## src/rtl/kmh_pkg.sv

```systemverilog
// Shared types and constants for the k-mer minimizer hasher.
// Holds the channel payload structs, controller/datapath links and register indexes.
// No dependencies.
`timescale 1ns / 1ps

package kmh_pkg;

    localparam int HASH_BITS = 64;
    localparam int HALF_BITS = HASH_BITS / 2;
    localparam int POS_BITS  = 32;
    localparam int KLEN_BITS = 11;
    localparam int WLEN_BITS = 7;
    localparam int CFG_IDX_BITS = 3;

    // Configuration register indexes.
    localparam logic [CFG_IDX_BITS-1:0] REG_HASH_BASE    = 3'd0;
    localparam logic [CFG_IDX_BITS-1:0] REG_BASE_INVERSE = 3'd1;
    localparam logic [CFG_IDX_BITS-1:0] REG_TOP_POWER    = 3'd2;
    localparam logic [CFG_IDX_BITS-1:0] REG_KMER_LEN     = 3'd3;
    localparam logic [CFG_IDX_BITS-1:0] REG_WINDOW_LEN   = 3'd4;

    // Multiplier schedule: three partial products per 64-bit product, two products.
    localparam logic [2:0] MUL_ISSUES = 3'd6;
    localparam logic [2:0] MUL_LAST   = 3'd6;

    typedef struct packed {
        logic [1:0] letter;
        logic       start_req;
    } kmh_in_t;

    typedef struct packed {
        logic                 kmer_valid;
        logic [HASH_BITS-1:0] kmer_hash;
        logic [POS_BITS-1:0]  kmer_pos;
        logic                 window_valid;
        logic [HASH_BITS-1:0] min_hash;
        logic [POS_BITS-1:0]  min_pos;
    } kmh_out_t;

    typedef struct packed {
        logic       in_load;
        logic       rd_ring;
        logic       prep;
        logic       mul_go;
        logic [2:0] mul_step;
        logic       fin;
        logic       rd_front;
        logic       retire;
        logic       rd_back;
        logic       pop;
        logic       push;
        logic       out_load;
    } kmh_cmd_t;

    typedef struct packed {
        logic kmer_full;
        logic ret_hit;
        logic pop_hit;
        logic out_busy;
    } kmh_status_t;

endpackage

```

## src/rtl/kmh_ctrl.sv

```systemverilog
// Sequencing controller of the k-mer minimizer hasher.
// Steps each request through hashing and queue update; depends on kmh_pkg.
`timescale 1ns / 1ps

module kmh_ctrl
    import kmh_pkg::*;
(
    input  logic        clk,
    input  logic        rst_n,
    input  logic        in_valid,
    output logic        in_stall,
    input  kmh_status_t status,
    output kmh_cmd_t    cmd
);

    localparam logic [3:0] S_IDLE  = 4'd0;
    localparam logic [3:0] S_RD    = 4'd1;
    localparam logic [3:0] S_PREP  = 4'd2;
    localparam logic [3:0] S_MUL   = 4'd3;
    localparam logic [3:0] S_FIN   = 4'd4;
    localparam logic [3:0] S_CHK   = 4'd5;
    localparam logic [3:0] S_RETRD = 4'd6;
    localparam logic [3:0] S_RETCK = 4'd7;
    localparam logic [3:0] S_POPRD = 4'd8;
    localparam logic [3:0] S_POPCK = 4'd9;
    localparam logic [3:0] S_PUSH  = 4'd10;
    localparam logic [3:0] S_FRD   = 4'd11;
    localparam logic [3:0] S_OUT   = 4'd12;

    logic [3:0] state_reg, state_next;
    logic [2:0] step_reg, step_next;

    always_ff @(posedge clk or negedge rst_n)
    begin
        if (!rst_n)
        begin
            state_reg <= S_IDLE;
            step_reg  <= '0;
        end
        else
        begin
            state_reg <= state_next;
            step_reg  <= step_next;
        end
    end

    assign in_stall = (state_reg != S_IDLE);

    always_comb
    begin
        state_next = state_reg;
        step_next  = step_reg;
        cmd        = '0;
        cmd.mul_step = step_reg;
        unique case (state_reg)
            S_IDLE:
            begin
                if (in_valid)
                begin
                    cmd.in_load = 1'b1;
                    state_next  = S_RD;
                end
            end
            S_RD:
            begin
                cmd.rd_ring = 1'b1;
                state_next  = S_PREP;
            end
            S_PREP:
            begin
                cmd.prep   = 1'b1;
                step_next  = '0;
                state_next = S_MUL;
            end
            S_MUL:
            begin
                cmd.mul_go = 1'b1;
                if (step_reg == MUL_LAST)
                begin
                    step_next  = '0;
                    state_next = S_FIN;
                end
                else
                begin
                    step_next = step_reg + 3'd1;
                end
            end
            S_FIN:
            begin
                cmd.fin    = 1'b1;
                state_next = S_CHK;
            end
            S_CHK:
            begin
                state_next = status.kmer_full ? S_RETRD : S_OUT;
            end
            S_RETRD:
            begin
                cmd.rd_front = 1'b1;
                state_next   = S_RETCK;
            end
            S_RETCK:
            begin
                if (status.ret_hit)
                begin
                    cmd.retire = 1'b1;
                    state_next = S_RETRD;
                end
                else
                begin
                    state_next = S_POPRD;
                end
            end
            S_POPRD:
            begin
                cmd.rd_back = 1'b1;
                state_next  = S_POPCK;
            end
            S_POPCK:
            begin
                if (status.pop_hit)
                begin
                    cmd.pop    = 1'b1;
                    state_next = S_POPRD;
                end
                else
                begin
                    state_next = S_PUSH;
                end
            end
            S_PUSH:
            begin
                cmd.push   = 1'b1;
                state_next = S_FRD;
            end
            S_FRD:
            begin
                cmd.rd_front = 1'b1;
                state_next   = S_OUT;
            end
            S_OUT:
            begin
                if (!status.out_busy)
                begin
                    cmd.out_load = 1'b1;
                    state_next   = S_IDLE;
                end
            end
            default:
            begin
                state_next = S_IDLE;
            end
        endcase
    end

endmodule

```

## config.mk

```make
export PLATFORM = sky130hd
export DESIGN_NAME = kmh_ctrl
export DESIGN_NICKNAME = d
export VERILOG_FILES = /design/src/rtl/kmh_pkg.sv /design/src/rtl/kmh_ctrl.sv
export SDC_FILE = /design/constraint.sdc
export NUM_CORES = 1
export LEC_CHECK = 0
export BUFFER_PORTS_ARGS = -buffer_cell sky130_fd_sc_hd__buf_4
export CORE_AREA = 3 3 40 42
export CTS_CLUSTER_SIZE = 30
export DETAILED_ROUTE_END_ITERATION = 8
export DIE_AREA = 0 0 43 45
export PLACE_DENSITY = 0.77
export SYNTH_ARGS = -nofsm -noshare
export SYNTH_HDL_FRONTEND = slang
export SYNTH_SLANG_ARGS = --single-unit
```

## constraint.sdc

```tcl
create_clock -name clk -period 2.6 [get_ports clk]
set_input_delay 0.26 -clock clk [delete_from_list [all_inputs] [get_ports clk]]
set_output_delay 0.26 -clock clk [all_outputs]
set_load 0.02 [all_outputs]
```

==> results.json <==
{
  "n_antenna_cell": 0,
  "cp-start-kind": "register",
  "core_area_um2": 1280,
  "num_vias": 557,
  "yosysTopAreaCell": "dfrtp_1",
  "nFillCells": 124,
  "viasPerCell": 5.46,
  "cp.arrival_ns": 1.61,
  "clock_latency_ns": 0.24,
  "max_stage_delay_ns": 0.62,
  "area_growth_pct": 34.2,
  "worstPathRequired_ns": 2.34,
  "synth_top_area_share": 0.326,
  "finalSetupTns_ns": 0,
  "grt_pass1_wl_um": 2150,
  "cts_tree": "built",
  "yosys-top-cells-count": "dfrtp_1 (7), nand2b_1 (6), nor3_1 (6)",
  "holdPathEnd": "state_reg[2]",
  "timing.rr.end": "state_reg[0]",
  "syn_nets": 73,
  "clock_path_buffers": 2,
  "worst-setup-path-type": "reg2out",
  "setup_viol": 0,
  "crit_slowest_cell": "or4_4",
  "tightest_slew_ns": 0.529,
  "holdBufCountCts": 1,
  "drive_gt1_frac": 0.310,
  "rsz0062_at_grt": "no",
  "largest_reg_flops": 4,
  "fin_nets": 95,
  "cp-end-kind": "primary output",
  "power_density_nw_per_um2": 1260,
  "syn_inst": 66,
  "hold_depth": 3,
  "die_area_um2": 1940,
  "grtUsageTotal": 0.144,
  "fin_skew_ns": 0.000793,
  "r2r-start": "state_reg[0]",
  "die_h_um": 45,
  "report.final.hold_viol_count": 0,
  "wl_um": 1210,
  "initial_core_util": 0.419,
  "final-seq-area_um2": 175,
  "synth_area_um2": 538,
  "cts_sinks": 7,
  "worstHoldStart": "status[0]",
  "ios": 22,
  "grt_overflow": 0,
  "drtIter0Drc": 8,
  "postLayoutCellArea_um2": 722,
  "ys_types": 29,
  "worst-r2r-cell-count": 3,
  "clk_pin_slew_ns": 0.05,
  "synth.most_common_cell": "dfrtp_1",
  "min_period_over_period": 0.720,
  "relSlewSlack": 0.648,
  "path_max_fanout": 19,
  "reg2reg_slack_ns": 1.04,
  "place_area_um2": 686,
  "async_flop_share": 1.00,
  "yosys_warnings": 0,
  "slew_violations": 0,
  "yosysSeqAreaShare": 0.326,
  "crit_family": "simple AND/OR/NAND/NOR gates",
  "rows": 13,
  "synth_edf_count": 0,
  "synth_area_leaders": "dfrtp_1 (33%), nand2b_1 (7.0%), nor3_1 (5.6%)",
  "place_congestion": 0.811,
  "io_buffers": 21,
  "min_path_type": "in2reg",
  "cp_num_buf_inv": 1,
  "grt_pass1_vias": 492,
  "max_freq_mhz": 535,
  "clock-root-buffer": "clkbuf_4",
  "crit_path_cell_trace": "or4_4 -> buf_4",
  "synth_flop_cell": "dfrtp_1",
  "grt_max_degree": 20,
  "ant_nets": 0,
  "hpwlAfterDp_um": 903,
  "die_w_um": 43,
  "antenna_found_initial": 0,
  "wl_per_cell_um": 11.9,
  "period_needed_ns": 1.87,
  "p_leak_nw": 0.326,
  "synth-seq-cells": 7,
  "multiInputGateArea_um2": 323,
  "cts_setup_buffers": 0,
  "htree_levels": 1,
  "first_pass_iters": 4,
  "numCtsBuffers": 3,
  "drc": 0,
  "postSynthAreaPerCell_um2": 8.15,
  "cap_violations": 0,
  "status": "completed",
  "cts_resized": 0,
  "irDropWorstVdd_mv": 0.603
}
-- how the worst max path moves through the flow --
stage | start | to | slack, ns | cells past startpoint
3_5_place_dp | state_reg[0] | in_stall | 0.99 | 2
3_3_place_gp | state_reg[0] | in_stall | 1.01 | 2
2_1_floorplan | state_reg[0] | cmd[0] | 0.93 | 3
5_1_grt | state_reg[0] | in_stall | 0.66 | 2
6_report | state_reg[0] | in_stall | 0.73 | 2
4_1_cts | state_reg[0] | in_stall | 0.72 | 2
-- worst min-delay path: cells and delay by family --
kind	cells	cell delay, ns
buf+inv	1	0.09
simple gates	1	0.09
compound gates	1	0.07
-- report_power, final --
group	switching, mW	internal (mW)	leakage, nW
combinational	0.249	0.249	0.225
sequential	0.155	0.161	0.0863
clock	0.0377	0.0584	0.0150
-- layer usage --
metal  GRT usage  part of all wire  routed length [um]
met5           0                 0                   0
met4      0.0361                 0                   0
met3      0.0598             0.064                  78
met2       0.228              0.47                 567
met1       0.185              0.47                 564
-- cell usage in the layout, fill, tap and decap left out, types with 3 or more instances in the layout --
cell / n
clkbuf_4: 3
nand2b_1: 6
dfrtp_1: 7
buf_4: 21
nor3_1: 6
nand4_1: 3
o21ai_0: 3
a21oi_1: 3
nor2_1: 4
nand2_1: 5
inv_1: 3
-- stage by stage --
step	hold WS, ns	util	instances	worst slack [ns]	power [mW]
floorplan	-0.0356	-	66	0.933	0.667
global placement	0.0751	0.534	97	1.01	0.812
detailed placement	0.0744	0.534	97	0.991	0.816
CTS	0.289	0.562	102	0.719	0.918
global route	0.305	0.562	102	0.662	1.00
finish	0.298	0.562	102	0.729	0.910
-- cell type report --
type,instances,share of cell area
inverter,3,0.0156
tap,15,0.0260
multi-input combinational,51,0.447
clock buffer,4,0.0364
timing repair buffer,22,0.232
sequential,7,0.243
-- cells by family (layout without fill, tap and decap cells) --
logic type,after synthesis,in the layout,share of synthesized area
and+or+nand+nor,32,32,0.337
buffers and inverters,8,29,0.0744
muxes,2,2,0.0372
AOI/OAI and AO/OA,17,17,0.226
DFF,7,7,0.326
Note: power is estimated with default switching activity, not from simulation.
